$ cat config.mk
export PLATFORM = sky130hd
export DESIGN_NAME = json_syntax_validator_flat
export DESIGN_NICKNAME = d
export VERILOG_FILES = /design/src/design/jsv_pkg.sv /design/src/design/jsv_ifs.sv /design/src/design/json_syntax_validator.sv /design/src/flat_wrapper.sv
export SDC_FILE = /design/constraint.sdc
export NUM_CORES = 2
export LEC_CHECK = 0
export ABC_CLOCK_PERIOD_IN_PS = 55300
export CAP_MARGIN = 25
export CORE_MARGIN = 5
export CORE_UTILIZATION = 70
export CTS_CLUSTER_DIAMETER = 80
export CTS_CLUSTER_SIZE = 28
export DETAILED_ROUTE_END_ITERATION = 16
export DONT_BUFFER_PORTS = 1
export GPL_ROUTABILITY_DRIVEN = 0
export HOLD_SLACK_MARGIN = 0.08
export MAX_ROUTING_LAYER = met4
export PLACE_DENSITY_LB_ADDON = 0.12
export SLEW_MARGIN = 20
export SYNTH_ARGS = -nofsm -noshare
export SYNTH_HDL_FRONTEND = slang
export SYNTH_SLANG_ARGS = --single-unit
$ cat constraint.sdc
create_clock -name clk_i -period 55.3 [get_ports clk_i]
set_input_delay 8.295 -clock clk_i [delete_from_list [all_inputs] [get_ports clk_i]]
set_output_delay 8.295 -clock clk_i [all_outputs]
set_load 0.05 [all_outputs]
$ cat src/design/jsv_pkg.sv
package jsv_pkg;

  // Field widths of the three channels
  localparam int unsigned TEXT_BYTE_W = 8;
  localparam int unsigned VERDICT_W   = 2;
  localparam int unsigned ERR_OFF_W   = 32;
  localparam int unsigned LIMIT_W     = 10;

  localparam logic [LIMIT_W-1:0] LIMIT_RESET = 10'd512;

  // Verdict codes
  localparam logic [VERDICT_W-1:0] VERDICT_BUSY   = 2'd0;
  localparam logic [VERDICT_W-1:0] VERDICT_ACCEPT = 2'd1;
  localparam logic [VERDICT_W-1:0] VERDICT_REJECT = 2'd2;

  // Character codes
  localparam logic [7:0] CH_NUL    = 8'h00;
  localparam logic [7:0] CH_TAB    = 8'h09;
  localparam logic [7:0] CH_LF     = 8'h0A;
  localparam logic [7:0] CH_CR     = 8'h0D;
  localparam logic [7:0] CH_SPACE  = 8'h20;
  localparam logic [7:0] CH_CTRL   = 8'h20;
  localparam logic [7:0] CH_QUOTE  = 8'h22;
  localparam logic [7:0] CH_PLUS   = 8'h2B;
  localparam logic [7:0] CH_COMMA  = 8'h2C;
  localparam logic [7:0] CH_MINUS  = 8'h2D;
  localparam logic [7:0] CH_DOT    = 8'h2E;
  localparam logic [7:0] CH_SLASH  = 8'h2F;
  localparam logic [7:0] CH_ZERO   = 8'h30;
  localparam logic [7:0] CH_NINE   = 8'h39;
  localparam logic [7:0] CH_COLON  = 8'h3A;
  localparam logic [7:0] CH_UP_A   = 8'h41;
  localparam logic [7:0] CH_UP_E   = 8'h45;
  localparam logic [7:0] CH_UP_F   = 8'h46;
  localparam logic [7:0] CH_LBRACK = 8'h5B;
  localparam logic [7:0] CH_BSLASH = 8'h5C;
  localparam logic [7:0] CH_RBRACK = 8'h5D;
  localparam logic [7:0] CH_LO_A   = 8'h61;
  localparam logic [7:0] CH_LO_B   = 8'h62;
  localparam logic [7:0] CH_LO_E   = 8'h65;
  localparam logic [7:0] CH_LO_F   = 8'h66;
  localparam logic [7:0] CH_LO_L   = 8'h6C;
  localparam logic [7:0] CH_LO_N   = 8'h6E;
  localparam logic [7:0] CH_LO_R   = 8'h72;
  localparam logic [7:0] CH_LO_S   = 8'h73;
  localparam logic [7:0] CH_LO_T   = 8'h74;
  localparam logic [7:0] CH_LO_U   = 8'h75;
  localparam logic [7:0] CH_LBRACE = 8'h7B;
  localparam logic [7:0] CH_RBRACE = 8'h7D;

  // Literal selectors
  localparam logic [1:0] LIT_TRUE  = 2'd0;
  localparam logic [1:0] LIT_FALSE = 2'd1;
  localparam logic [1:0] LIT_NULL  = 2'd2;

  function automatic logic is_ws(input logic [7:0] c);
    return (c == CH_SPACE) || (c == CH_TAB) || (c == CH_LF) || (c == CH_CR);
  endfunction

  function automatic logic is_digit(input logic [7:0] c);
    return (c >= CH_ZERO) && (c <= CH_NINE);
  endfunction

  function automatic logic is_hex(input logic [7:0] c);
    return is_digit(c) || ((c >= CH_LO_A) && (c <= CH_LO_F)) ||
           ((c >= CH_UP_A) && (c <= CH_UP_F));
  endfunction

  // Length of each literal
  function automatic logic [2:0] lit_len(input logic [1:0] k);
    logic [2:0] n;
    case (k)
      LIT_FALSE: n = 3'd5;
      default:   n = 3'd4;
    endcase
    return n;
  endfunction

  // Letter at a given place of each literal
  function automatic logic [7:0] lit_char(input logic [1:0] k, input logic [2:0] idx);
    logic [7:0] ch;
    ch = CH_NUL;
    case (k)
      LIT_TRUE: begin
        case (idx)
          3'd0:    ch = CH_LO_T;
          3'd1:    ch = CH_LO_R;
          3'd2:    ch = CH_LO_U;
          3'd3:    ch = CH_LO_E;
          default: ch = CH_NUL;
        endcase
      end
      LIT_FALSE: begin
        case (idx)
          3'd0:    ch = CH_LO_F;
          3'd1:    ch = CH_LO_A;
          3'd2:    ch = CH_LO_L;
          3'd3:    ch = CH_LO_S;
          3'd4:    ch = CH_LO_E;
          default: ch = CH_NUL;
        endcase
      end
      LIT_NULL: begin
        case (idx)
          3'd0:    ch = CH_LO_N;
          3'd1:    ch = CH_LO_U;
          3'd2:    ch = CH_LO_L;
          3'd3:    ch = CH_LO_L;
          default: ch = CH_NUL;
        endcase
      end
      default: ch = CH_NUL;
    endcase
    return ch;
  endfunction

endpackage

$ cat src/design/jsv_ifs.sv
// Text byte channel
interface jsv_text_if import jsv_pkg::*; ();
  logic                   valid;
  logic                   ready;
  logic [TEXT_BYTE_W-1:0] text_byte;

  modport source (output valid, output text_byte, input ready);
  modport sink   (input valid, input text_byte, output ready);
endinterface

// Result channel
interface jsv_result_if import jsv_pkg::*; ();
  logic                 valid;
  logic                 ready;
  logic [VERDICT_W-1:0] verdict;
  logic [ERR_OFF_W-1:0] error_offset;
  logic                 text_done;

  modport source (output valid, output verdict, output error_offset, output text_done,
                  input ready);
  modport sink   (input valid, input verdict, input error_offset, input text_done,
                  output ready);
endinterface

// Configuration write channel
interface jsv_cfg_if import jsv_pkg::*; ();
  logic               valid;
  logic               ready;
  logic [LIMIT_W-1:0] nesting_limit;

  modport source (output valid, output nesting_limit, input ready);
  modport sink   (input valid, input nesting_limit, output ready);
endinterface

$ cat src/design/json_syntax_validator.sv
// Streaming JSON syntax checker. Text enters one byte per word on text_i, a zero
// byte ending each text; every byte yields one result word on result_o with the
// verdict so far (busy, accepted on the terminator, or rejected with the offset of
// the first error). One byte is taken every clock cycle when the result side keeps
// up; a byte's result word is registered: the byte is held in an input register,
// passes through the mode logic, which reads the top-of-stack register, and its
// word is held in the result register until the result side takes it.
// The container stack is a MAX_NESTING x 1 memory with one write and one registered
// read port, read one level below the top so that a close finds the new top ready.
// nesting_limit on cfg_i may be written only between texts or while idle.
module json_syntax_validator import jsv_pkg::*; #(
  parameter int unsigned MAX_NESTING = 512,
  parameter int unsigned OFFSET_BITS = 32
) (
  input  logic          clk_i,
  input  logic          rst_ni,
  jsv_text_if.sink      text_i,
  jsv_result_if.source  result_o,
  jsv_cfg_if.sink       cfg_i
);

  localparam int unsigned DEPTH_W = $clog2(MAX_NESTING + 1);
  localparam int unsigned IDX_W   = (MAX_NESTING > 1) ? $clog2(MAX_NESTING) : 1;

  typedef enum logic [4:0] {
    M_VALUE, M_ARR_FIRST, M_OBJ_FIRST, M_KEY, M_COLON, M_AFTER,
    M_STR_V, M_ESC_V, M_HEX_V, M_STR_K, M_ESC_K, M_HEX_K,
    M_LIT_T, M_LIT_F, M_LIT_N,
    M_NUM_SIGN, M_NUM_ZERO, M_NUM_INT, M_NUM_DOT, M_NUM_FRAC,
    M_NUM_E, M_NUM_ESIGN, M_NUM_EXP, M_DEAD
  } mode_e;

  // Registers
  logic [LIMIT_W-1:0]     limit_q;
  logic                   in_v_q;
  logic [7:0]             byte_q;
  mode_e                  mode_q, mode_d;
  logic [DEPTH_W-1:0]     depth_q, depth_d, depth_nx;
  logic                   top_q, top_d;
  logic                   below_q;
  logic [OFFSET_BITS-1:0] pos_q, tok_q, tok_d, err_q, err_d;
  logic [2:0]             sub_q, sub_d;
  logic                   failed_q, failed_d;
  logic                   out_v_q;
  logic [VERDICT_W-1:0]   verdict_q;
  logic [ERR_OFF_W-1:0]   err_off_q;
  logic                   done_q;
  logic                   stack_mem [MAX_NESTING];

  // Combinational working signals
  logic                   adv, is_end;
  logic                   do_value, do_after, fail_en, push_en, push_bit;
  logic [OFFSET_BITS-1:0] fail_off, pos_inc;
  logic [31:0]            lim_eff;
  logic [1:0]             lit_k;
  logic [2:0]             sub_inc;
  logic                   keyed;
  logic [DEPTH_W-1:0]     rd_depth;
  logic [63:0]            err_wide;
  logic [VERDICT_W-1:0]   verdict_d;

  // Handshakes: process the held byte when the result register is free
  assign adv          = in_v_q && (!out_v_q || result_o.ready);
  assign text_i.ready = !in_v_q || adv;
  assign cfg_i.ready  = 1'b1;
  assign is_end       = (byte_q == CH_NUL);
  assign pos_inc      = pos_q + 1'b1;

  assign result_o.valid        = out_v_q;
  assign result_o.verdict      = verdict_q;
  assign result_o.error_offset = err_off_q;
  assign result_o.text_done    = done_q;

  // Clamp the configured limit to the stack size
  always_comb begin
    if (32'(limit_q) > 32'(MAX_NESTING)) begin
      lim_eff = 32'(MAX_NESTING);
    end else begin
      lim_eff = 32'(limit_q);
    end
  end

  // Mode machine: one byte, with at most one hand-on to the value or after step
  always_comb begin
    mode_d   = mode_q;
    depth_d  = depth_q;
    top_d    = top_q;
    tok_d    = tok_q;
    sub_d    = sub_q;
    failed_d = failed_q;
    err_d    = err_q;
    do_value = 1'b0;
    do_after = 1'b0;
    fail_en  = 1'b0;
    fail_off = pos_q;
    push_en  = 1'b0;
    push_bit = 1'b0;
    keyed    = (mode_q == M_STR_K) || (mode_q == M_ESC_K) || (mode_q == M_HEX_K);
    sub_inc  = sub_q + 3'd1;
    lit_k    = LIT_TRUE;

    case (mode_q)
      M_VALUE: begin
        do_value = 1'b1;
      end
      M_ARR_FIRST: begin
        if (!is_ws(byte_q)) begin
          if (byte_q == CH_RBRACK) begin
            if (depth_q != '0) depth_d = depth_q - 1'b1;
            top_d  = below_q;
            mode_d = M_AFTER;
          end else begin
            tok_d    = pos_q;
            do_value = 1'b1;
          end
        end
      end
      M_OBJ_FIRST, M_KEY: begin
        if (!is_ws(byte_q)) begin
          if ((mode_q == M_OBJ_FIRST) && (byte_q == CH_RBRACE)) begin
            if (depth_q != '0) depth_d = depth_q - 1'b1;
            top_d  = below_q;
            mode_d = M_AFTER;
          end else if (byte_q == CH_QUOTE) begin
            mode_d = M_STR_K;
          end else begin
            fail_en = 1'b1;
          end
        end
      end
      M_COLON: begin
        if (!is_ws(byte_q)) begin
          if (byte_q == CH_COLON) begin
            tok_d  = pos_inc;
            mode_d = M_VALUE;
          end else begin
            fail_en = 1'b1;
          end
        end
      end
      M_AFTER: begin
        do_after = 1'b1;
      end
      M_STR_V, M_STR_K: begin
        if (byte_q < CH_CTRL) begin
          fail_en = 1'b1;
        end else if (byte_q == CH_QUOTE) begin
          mode_d = keyed ? M_COLON : M_AFTER;
        end else if (byte_q == CH_BSLASH) begin
          mode_d = keyed ? M_ESC_K : M_ESC_V;
        end
      end
      M_ESC_V, M_ESC_K: begin
        if ((byte_q == CH_QUOTE) || (byte_q == CH_BSLASH) || (byte_q == CH_SLASH) ||
            (byte_q == CH_LO_B) || (byte_q == CH_LO_F) || (byte_q == CH_LO_N) ||
            (byte_q == CH_LO_R) || (byte_q == CH_LO_T)) begin
          mode_d = keyed ? M_STR_K : M_STR_V;
        end else if (byte_q == CH_LO_U) begin
          sub_d  = 3'd0;
          mode_d = keyed ? M_HEX_K : M_HEX_V;
        end else begin
          fail_en = 1'b1;
        end
      end
      M_HEX_V, M_HEX_K: begin
        if (!is_hex(byte_q)) begin
          fail_en = 1'b1;
        end else begin
          sub_d = sub_inc;
          if (sub_inc >= 3'd4) mode_d = keyed ? M_STR_K : M_STR_V;
        end
      end
      M_LIT_T, M_LIT_F, M_LIT_N: begin
        case (mode_q)
          M_LIT_F: lit_k = LIT_FALSE;
          M_LIT_N: lit_k = LIT_NULL;
          default: lit_k = LIT_TRUE;
        endcase
        if ((sub_q < lit_len(lit_k)) && (byte_q == lit_char(lit_k, sub_q))) begin
          sub_d = sub_inc;
          if (sub_inc >= lit_len(lit_k)) mode_d = M_AFTER;
        end else begin
          fail_en  = 1'b1;
          fail_off = tok_q;
        end
      end
      M_NUM_SIGN: begin
        if (byte_q == CH_ZERO) begin
          mode_d = M_NUM_ZERO;
        end else if (is_digit(byte_q)) begin
          mode_d = M_NUM_INT;
        end else begin
          fail_en = 1'b1;
        end
      end
      M_NUM_ZERO, M_NUM_INT: begin
        if ((mode_q == M_NUM_INT) && is_digit(byte_q)) begin
          mode_d = M_NUM_INT;
        end else if (byte_q == CH_DOT) begin
          mode_d = M_NUM_DOT;
        end else if ((byte_q == CH_LO_E) || (byte_q == CH_UP_E)) begin
          mode_d = M_NUM_E;
        end else begin
          do_after = 1'b1;
        end
      end
      M_NUM_DOT: begin
        if (is_digit(byte_q)) mode_d = M_NUM_FRAC;
        else fail_en = 1'b1;
      end
      M_NUM_FRAC: begin
        if (is_digit(byte_q)) begin
          mode_d = M_NUM_FRAC;
        end else if ((byte_q == CH_LO_E) || (byte_q == CH_UP_E)) begin
          mode_d = M_NUM_E;
        end else begin
          do_after = 1'b1;
        end
      end
      M_NUM_E: begin
        if ((byte_q == CH_PLUS) || (byte_q == CH_MINUS)) begin
          mode_d = M_NUM_ESIGN;
        end else if (is_digit(byte_q)) begin
          mode_d = M_NUM_EXP;
        end else begin
          fail_en = 1'b1;
        end
      end
      M_NUM_ESIGN: begin
        if (is_digit(byte_q)) mode_d = M_NUM_EXP;
        else fail_en = 1'b1;
      end
      M_NUM_EXP: begin
        if (!is_digit(byte_q)) do_after = 1'b1;
      end
      default: begin
        mode_d = mode_q;
      end
    endcase

    // Value expected: depth check first, then the opening byte
    if (do_value) begin
      if (32'(depth_q) >= lim_eff) begin
        fail_en  = 1'b1;
        fail_off = tok_d;
      end else if (!is_ws(byte_q)) begin
        tok_d = pos_q;
        sub_d = 3'd1;
        case (byte_q)
          CH_LBRACE: begin
            push_en  = 1'b1;
            push_bit = 1'b1;
            mode_d   = M_OBJ_FIRST;
          end
          CH_LBRACK: begin
            push_en  = 1'b1;
            push_bit = 1'b0;
            mode_d   = M_ARR_FIRST;
          end
          CH_QUOTE: mode_d = M_STR_V;
          CH_LO_T:  mode_d = M_LIT_T;
          CH_LO_F:  mode_d = M_LIT_F;
          CH_LO_N:  mode_d = M_LIT_N;
          CH_MINUS: mode_d = M_NUM_SIGN;
          CH_ZERO:  mode_d = M_NUM_ZERO;
          default: begin
            if (is_digit(byte_q)) mode_d = M_NUM_INT;
            else fail_en = 1'b1;
          end
        endcase
        if (push_en) begin
          depth_d = depth_q + 1'b1;
          top_d   = push_bit;
        end
      end
    end

    // After a value: separator, close or end of text
    if (do_after) begin
      mode_d = M_AFTER;
      if (!is_ws(byte_q)) begin
        if (depth_q == '0) begin
          if (!is_end) fail_en = 1'b1;
        end else if (byte_q == CH_COMMA) begin
          if (top_q) begin
            mode_d = M_KEY;
          end else begin
            tok_d  = pos_inc;
            mode_d = M_VALUE;
          end
        end else if ((top_q && (byte_q == CH_RBRACE)) ||
                     (!top_q && (byte_q == CH_RBRACK))) begin
          depth_d = depth_q - 1'b1;
          top_d   = below_q;
        end else begin
          fail_en = 1'b1;
        end
      end
    end

    // Record the first error and stop parsing
    if (fail_en) begin
      failed_d = 1'b1;
      err_d    = fail_off;
      mode_d   = M_DEAD;
      push_en  = 1'b0;
      depth_d  = depth_q;
      top_d    = top_q;
    end
  end

  // Result word of this byte
  always_comb begin
    err_wide = failed_d ? 64'(err_d) : 64'd0;
    if (failed_d) begin
      verdict_d = VERDICT_REJECT;
    end else if (is_end) begin
      verdict_d = VERDICT_ACCEPT;
    end else begin
      verdict_d = VERDICT_BUSY;
    end
  end

  // Depth after this cycle, for the below-top read address
  always_comb begin
    if (adv) begin
      depth_nx = is_end ? '0 : depth_d;
    end else begin
      depth_nx = depth_q;
    end
    rd_depth = depth_nx - DEPTH_W'(2);
  end

  // Stack memory: write on open, read the level below the next top
  always_ff @(posedge clk_i) begin
    if (adv && push_en) begin
      stack_mem[depth_q[IDX_W-1:0]] <= push_bit;
    end
    if (depth_nx >= DEPTH_W'(2)) begin
      below_q <= stack_mem[rd_depth[IDX_W-1:0]];
    end
  end

  // Payload registers
  always_ff @(posedge clk_i) begin
    if (text_i.valid && text_i.ready) begin
      byte_q <= text_i.text_byte;
    end
    if (adv) begin
      verdict_q <= verdict_d;
      err_off_q <= err_wide[ERR_OFF_W-1:0];
      done_q    <= is_end;
    end
  end

  // Control and parser state
  always_ff @(posedge clk_i or negedge rst_ni) begin
    if (!rst_ni) begin
      limit_q  <= LIMIT_RESET;
      in_v_q   <= 1'b0;
      out_v_q  <= 1'b0;
      mode_q   <= M_VALUE;
      depth_q  <= '0;
      top_q    <= 1'b0;
      pos_q    <= '0;
      tok_q    <= '0;
      sub_q    <= '0;
      failed_q <= 1'b0;
      err_q    <= '0;
    end else begin
      if (cfg_i.valid && cfg_i.ready) begin
        limit_q <= cfg_i.nesting_limit;
      end

      if (text_i.valid && text_i.ready) begin
        in_v_q <= 1'b1;
      end else if (adv) begin
        in_v_q <= 1'b0;
      end

      if (adv) begin
        out_v_q <= 1'b1;
      end else if (result_o.ready) begin
        out_v_q <= 1'b0;
      end

      if (adv) begin
        if (is_end) begin
          // Terminator: start the next text afresh
          mode_q   <= M_VALUE;
          depth_q  <= '0;
          top_q    <= 1'b0;
          pos_q    <= '0;
          tok_q    <= '0;
          sub_q    <= '0;
          failed_q <= 1'b0;
          err_q    <= '0;
        end else begin
          mode_q   <= mode_d;
          depth_q  <= depth_d;
          top_q    <= top_d;
          pos_q    <= pos_inc;
          tok_q    <= tok_d;
          sub_q    <= sub_d;
          failed_q <= failed_d;
          err_q    <= err_d;
        end
      end
    end
  end

endmodule

$ cat src/flat_wrapper.sv
// flat-port wrapper written by rule: the top's interface ports become plain ports
module json_syntax_validator_flat import jsv_pkg::*;
#(
  parameter int unsigned MAX_NESTING = 512,
  parameter int unsigned OFFSET_BITS = 32
)
  (clk_i, rst_ni, text_i_valid, text_i_text_byte, text_i_ready, result_o_valid, result_o_verdict, result_o_error_offset, result_o_text_done, result_o_ready, cfg_i_valid, cfg_i_nesting_limit, cfg_i_ready);
  jsv_text_if text_i_i ();
  jsv_result_if result_o_i ();
  jsv_cfg_if cfg_i_i ();
  input  logic clk_i;
  input  logic rst_ni;
  input wire logic [$bits(text_i_i.valid)-1:0] text_i_valid;
  input wire logic [$bits(text_i_i.text_byte)-1:0] text_i_text_byte;
  output wire logic [$bits(text_i_i.ready)-1:0] text_i_ready;
  output wire logic [$bits(result_o_i.valid)-1:0] result_o_valid;
  output wire logic [$bits(result_o_i.verdict)-1:0] result_o_verdict;
  output wire logic [$bits(result_o_i.error_offset)-1:0] result_o_error_offset;
  output wire logic [$bits(result_o_i.text_done)-1:0] result_o_text_done;
  input wire logic [$bits(result_o_i.ready)-1:0] result_o_ready;
  input wire logic [$bits(cfg_i_i.valid)-1:0] cfg_i_valid;
  input wire logic [$bits(cfg_i_i.nesting_limit)-1:0] cfg_i_nesting_limit;
  output wire logic [$bits(cfg_i_i.ready)-1:0] cfg_i_ready;
  assign text_i_i.valid = text_i_valid;
  assign text_i_i.text_byte = text_i_text_byte;
  assign text_i_ready = text_i_i.ready;
  assign result_o_valid = result_o_i.valid;
  assign result_o_verdict = result_o_i.verdict;
  assign result_o_error_offset = result_o_i.error_offset;
  assign result_o_text_done = result_o_i.text_done;
  assign result_o_i.ready = result_o_ready;
  assign cfg_i_i.valid = cfg_i_valid;
  assign cfg_i_i.nesting_limit = cfg_i_nesting_limit;
  assign cfg_i_ready = cfg_i_i.ready;
  json_syntax_validator #(.MAX_NESTING(MAX_NESTING), .OFFSET_BITS(OFFSET_BITS)) u_core (.clk_i(clk_i), .rst_ni(rst_ni), .text_i(text_i_i), .result_o(result_o_i), .cfg_i(cfg_i_i));
endmodule
==> metrics.txt <==
adder-cell share of the synthesized area=0.777%; first-pass GRT wire length=167,000 um; Slew Viols, Final=0; FILL cells=3,685; CORE AREA=52,400 um2; DR iter-0 viols=4,892; synth-to-layout area growth=3.32%; Worst R2R Path Depth=24; Ports=61; DRC violations left=0; CP delay by family, top=simple AND/OR/NAND/NOR gates; Cells after Synth=3,711; count of cell types in the netlist=105; Final #Nets=3,537; vias per inst=7.34; DP HPWL=64,600 um; Crit path depth=1; Crit path buffers/inverters=0; total of max-cap violations=0; Final setup viols=0; initial antenna violation count=1; post-synthesis mux area share=5.74%; Max IR drop VDD=38.0 uV; iteration count of the initial detailed-routing pass=9; Port Buffers=0; largest family of logic cells by synthesized area=simple AND/OR/NAND/NOR gates; Die X=240 um; Clock Skew=0.0400 ns; largest net degree at the start of global routing=142; Synth Cell Area=37,000 um2; relative slew slack=22.3%; Synth async-reset ratio=18.7%; status=finished, final reports clean; crit start category=input pin; Clock Path Buffers=3; CP endpoint kind=output port; DP Cell Count=4,143; Crit Path Max Fanout=3; Vias=30,807; period utilization=30.9%; Chip Height=240 um; total track usage=38.1%; worst hold path cell count=2; RSZ-0062 raised after global routing=false; slowest cell on the critical path=nand3b_1; Hold-fix buffers, CTS=0; setup_tns=0 ns; Synth Area in XOR/XNOR=0.588%; H-tree lvl count=1; simple-gate area share of the yosys netlist=18.4%; clk slew on worst S/H paths=0.10 ns; Most used DFF post-synth=edfxtp_1; Post-CTS Setup Bufs=0; final antenna-violating net count=0; Compound-Gate Fraction of Synth Area=16.7%; register area share after synthesis=53.8%; Die Area=57,600 um2; Hold/Removal Path Class=flop to flop; YS warnings=0; CTS buffer count=31; Final min period=17.10 ns; Mapped Nets=3,757; cell leakage power=13.8 nW; Power Dens Cells=32.6 nW/um2; standard-cell row count=84; layout cells sized above 1=6.73%; Root Buffer=clkbuf_16; CTS tree=built; Routed WL=110,000 um; Post-Syn Area per Cell=9.97 um2; vias in the first global route=29,946; clock latency on the worst-skew pair=0.67 ns; non-filler cells, final=4,196; CP Data Required Time=47.01 ns; total gr overflow=0; Post-synth EDFFs=556; Worst Tran Pin Value=1.16 ns; Arrival @ worst endpoint=8.80 ns; Fin. Hold Viols=0; post-DR wirelength/cell=26.3 um; Sink Count=684; crit-path cells=nand3b_1; Setup CP Type=input pin to output port; Max Fclk=0.0585 GHz; Initial Util=70.6%; Max stage delay on crit path=0.51 ns; Post-CTS Resized=0; Seq cells post-synth=684
-- worst reg2reg max path, stage by stage, from the launching register on --
cell       delay [ns]
dfrtp_1          0.43
nor4_1           0.29
nand2_1          0.09
o41ai_1          0.40
nand2_1          0.14
ha_1             0.20
a2111oi_0        0.84
nand4_1          0.33
a21boi_1         0.21
buf_4            0.24
nor4_1           0.09
a41o_1           0.34
or3_4            0.58
inv_2            0.85
ha_1             0.39
buf_4            0.23
inv_1            0.41
buf_4            0.49
mux4_2           0.37
mux2i_1          0.23
a31oi_1          0.07
a211oi_1         0.42
nor2_1           0.11
o2111ai_1        0.30
nand4_1          0.14
-- placed cells by master (no fill, tap or decap), drive strengths merged, types with 17 or more instances in the layout --
| cell | netlist | routed |
|---|---|---|
| a211oi | 53 | 53 |
| a21oi | 121 | 121 |
| a22o | 56 | 56 |
| a22oi | 27 | 27 |
| a311oi | 26 | 26 |
| a31oi | 20 | 20 |
| a32oi | 30 | 30 |
| and2 | 26 | 26 |
| and3 | 50 | 50 |
| buf | 77 | 74 |
| clkbuf | 250 | 32 |
| dfrtp | 127 | 127 |
| edfxtp | 556 | 556 |
| ha | 23 | 23 |
| inv | 28 | 32 |
| mux2 | 32 | 32 |
| mux2i | 120 | 120 |
| mux4 | 25 | 25 |
| nand2 | 444 | 444 |
| nand2b | 17 | 17 |
| nand3 | 139 | 139 |
| nand4 | 20 | 20 |
| nor2 | 689 | 689 |
| nor2b | 42 | 42 |
| nor3 | 34 | 34 |
| o2111ai | 17 | 17 |
| o211ai | 19 | 19 |
| o21ai | 228 | 228 |
| o221ai | 42 | 42 |
| o22a | 18 | 18 |
| o22ai | 102 | 102 |
| or3 | 17 | 17 |
-- cell type report --
type                    count  area, um2  share of cell area [%]
multi-input cells        2667      15800                    41.3
diodes                      2       5.00                  0.0131
clock buffers              32        779                    2.04
inverters                  33        125                   0.327
repair buffers             74        601                    1.57
well taps                 688        861                    2.25
flip-flops and latches    684      19900                    52.0
clock inverters            16        188                   0.491
-- synthesized netlist by cell type (8+ instances only) --
master | instances | share of area (%)
nand3_1 | 139 | 1.9
o211ai_1 | 19 | 0.39
nand4_1 | 20 | 0.34
ha_1 | 23 | 0.78
a32oi_1 | 30 | 0.71
and3_1 | 49 | 0.83
clkbuf_1 | 250 | 2.5
or3_1 | 17 | 0.29
buf_4 | 9 | 0.18
o21ai_0 | 222 | 3.0
o32ai_1 | 11 | 0.26
dfrtp_1 | 127 | 8.6
a311oi_1 | 26 | 0.62
a221oi_1 | 11 | 0.26
xnor2_1 | 12 | 0.28
a31oi_1 | 19 | 0.32
edfxtp_1 | 556 | 45
mux2_2 | 32 | 0.97
o2111ai_1 | 17 | 0.40
buf_2 | 38 | 0.51
o31ai_1 | 14 | 0.28
inv_1 | 26 | 0.26
o22a_1 | 18 | 0.43
mux2i_1 | 120 | 3.2
nand3b_1 | 8 | 0.16
xor2_1 | 11 | 0.26
nor2_1 | 687 | 7.0
and2_1 | 24 | 0.41
nor3b_1 | 8 | 0.16
nor3_1 | 33 | 0.45
a2111oi_0 | 9 | 0.21
o221ai_1 | 42 | 0.99
a211oi_1 | 51 | 1.0
a222oi_1 | 10 | 0.27
buf_1 | 24 | 0.24
nor2b_1 | 42 | 0.71
nand2b_1 | 17 | 0.29
nand2_1 | 444 | 4.5
nor4_1 | 16 | 0.27
a21oi_1 | 121 | 1.6
a22oi_1 | 27 | 0.55
o22ai_1 | 102 | 1.7
mux4_2 | 25 | 1.5
a22o_1 | 56 | 1.3
-- flip-flops by register name, summed over array words and instances (netlist names), 2 cells and up --
register and cells:
u_core.result_o.error_offset 32, u_core.mode_q 5, u_core.result_o.verdict 2, u_core.tok_q 32
u_core.depth_q 10, u_core.sub_q 3, u_core.stack_mem 512, u_core.limit_q 10
u_core.byte_q 8, u_core.pos_q 32, u_core.err_q 32
-- logic make-up (layout without fill, tap and decap cells) --
group                    Yosys count  in the layout
XOR/XNOR                          24             24
AO/OA/AOI/OAI                    889            889
buffers and inverters            360            155
adder cells (fa/ha/maj)           23             23
AND/OR/NAND/NOR                 1553           1553
flip-flops                       684            684
multiplexers                     177            177
other                              1              3
-- per-layer routing --
metal	track usage [%]	part of all wire (%)	wire length, um
met5	-	0	0
met4	22.0	6.8	7510
met3	8.96	12	13200
met2	59.3	47	51500
met1	45.9	35	38200
-- metrics by stage --
step | setup slack [ns] | util [%] | hold WS, ns | total power, W | cell area (um2)
after floorplan | 37.77 | - | 0.450 | 0.000864 | 37000
after global placement | 38.21 | 70.9 | 0.463 | 0.000952 | 37200
after detailed placement | 38.20 | 70.9 | 0.473 | 0.000962 | 37200
after CTS | 38.20 | 72.8 | 0.495 | 0.00123 | 38200
after global routing | 38.20 | 72.9 | 0.518 | 0.00129 | 38200
final | 38.20 | 72.9 | 0.489 | 0.00125 | 38200
-- power by group --
| part | total [W] | switching [W] | internal [W] | leakage [nW] |
|---|---|---|---|---|
| sequential | 0.000622 | 0.0000473 | 0.000574 | 8.04 |
| clock | 0.000281 | 0.000166 | 0.000115 | 0.464 |
| combinational | 0.000344 | 0.000239 | 0.000104 | 5.26 |
| total | 0.00125 | 0.000452 | 0.000793 | 13.8 |
-- path summary, 6_finish.rpt --
| kind | from | to | slack (ns) |
|---|---|---|---|
| setup reg to reg | u_core.limit_q[5] | u_core.below_q | 46.89 |
| max in group asynchronous | rst_ni | u_core.pos_q[31] | 47.63 |
| hold reg to reg | u_core.err_q[12] | u_core.err_q[12] | 0.49 |
| min in group asynchronous | rst_ni | u_core.in_v_q | 7.34 |
| hold / removal | u_core.err_q[12] | u_core.err_q[12] | 0.49 |
| setup / recovery | result_o_ready | text_i_ready | 38.20 |
Power figures use the tool's default switching activity.
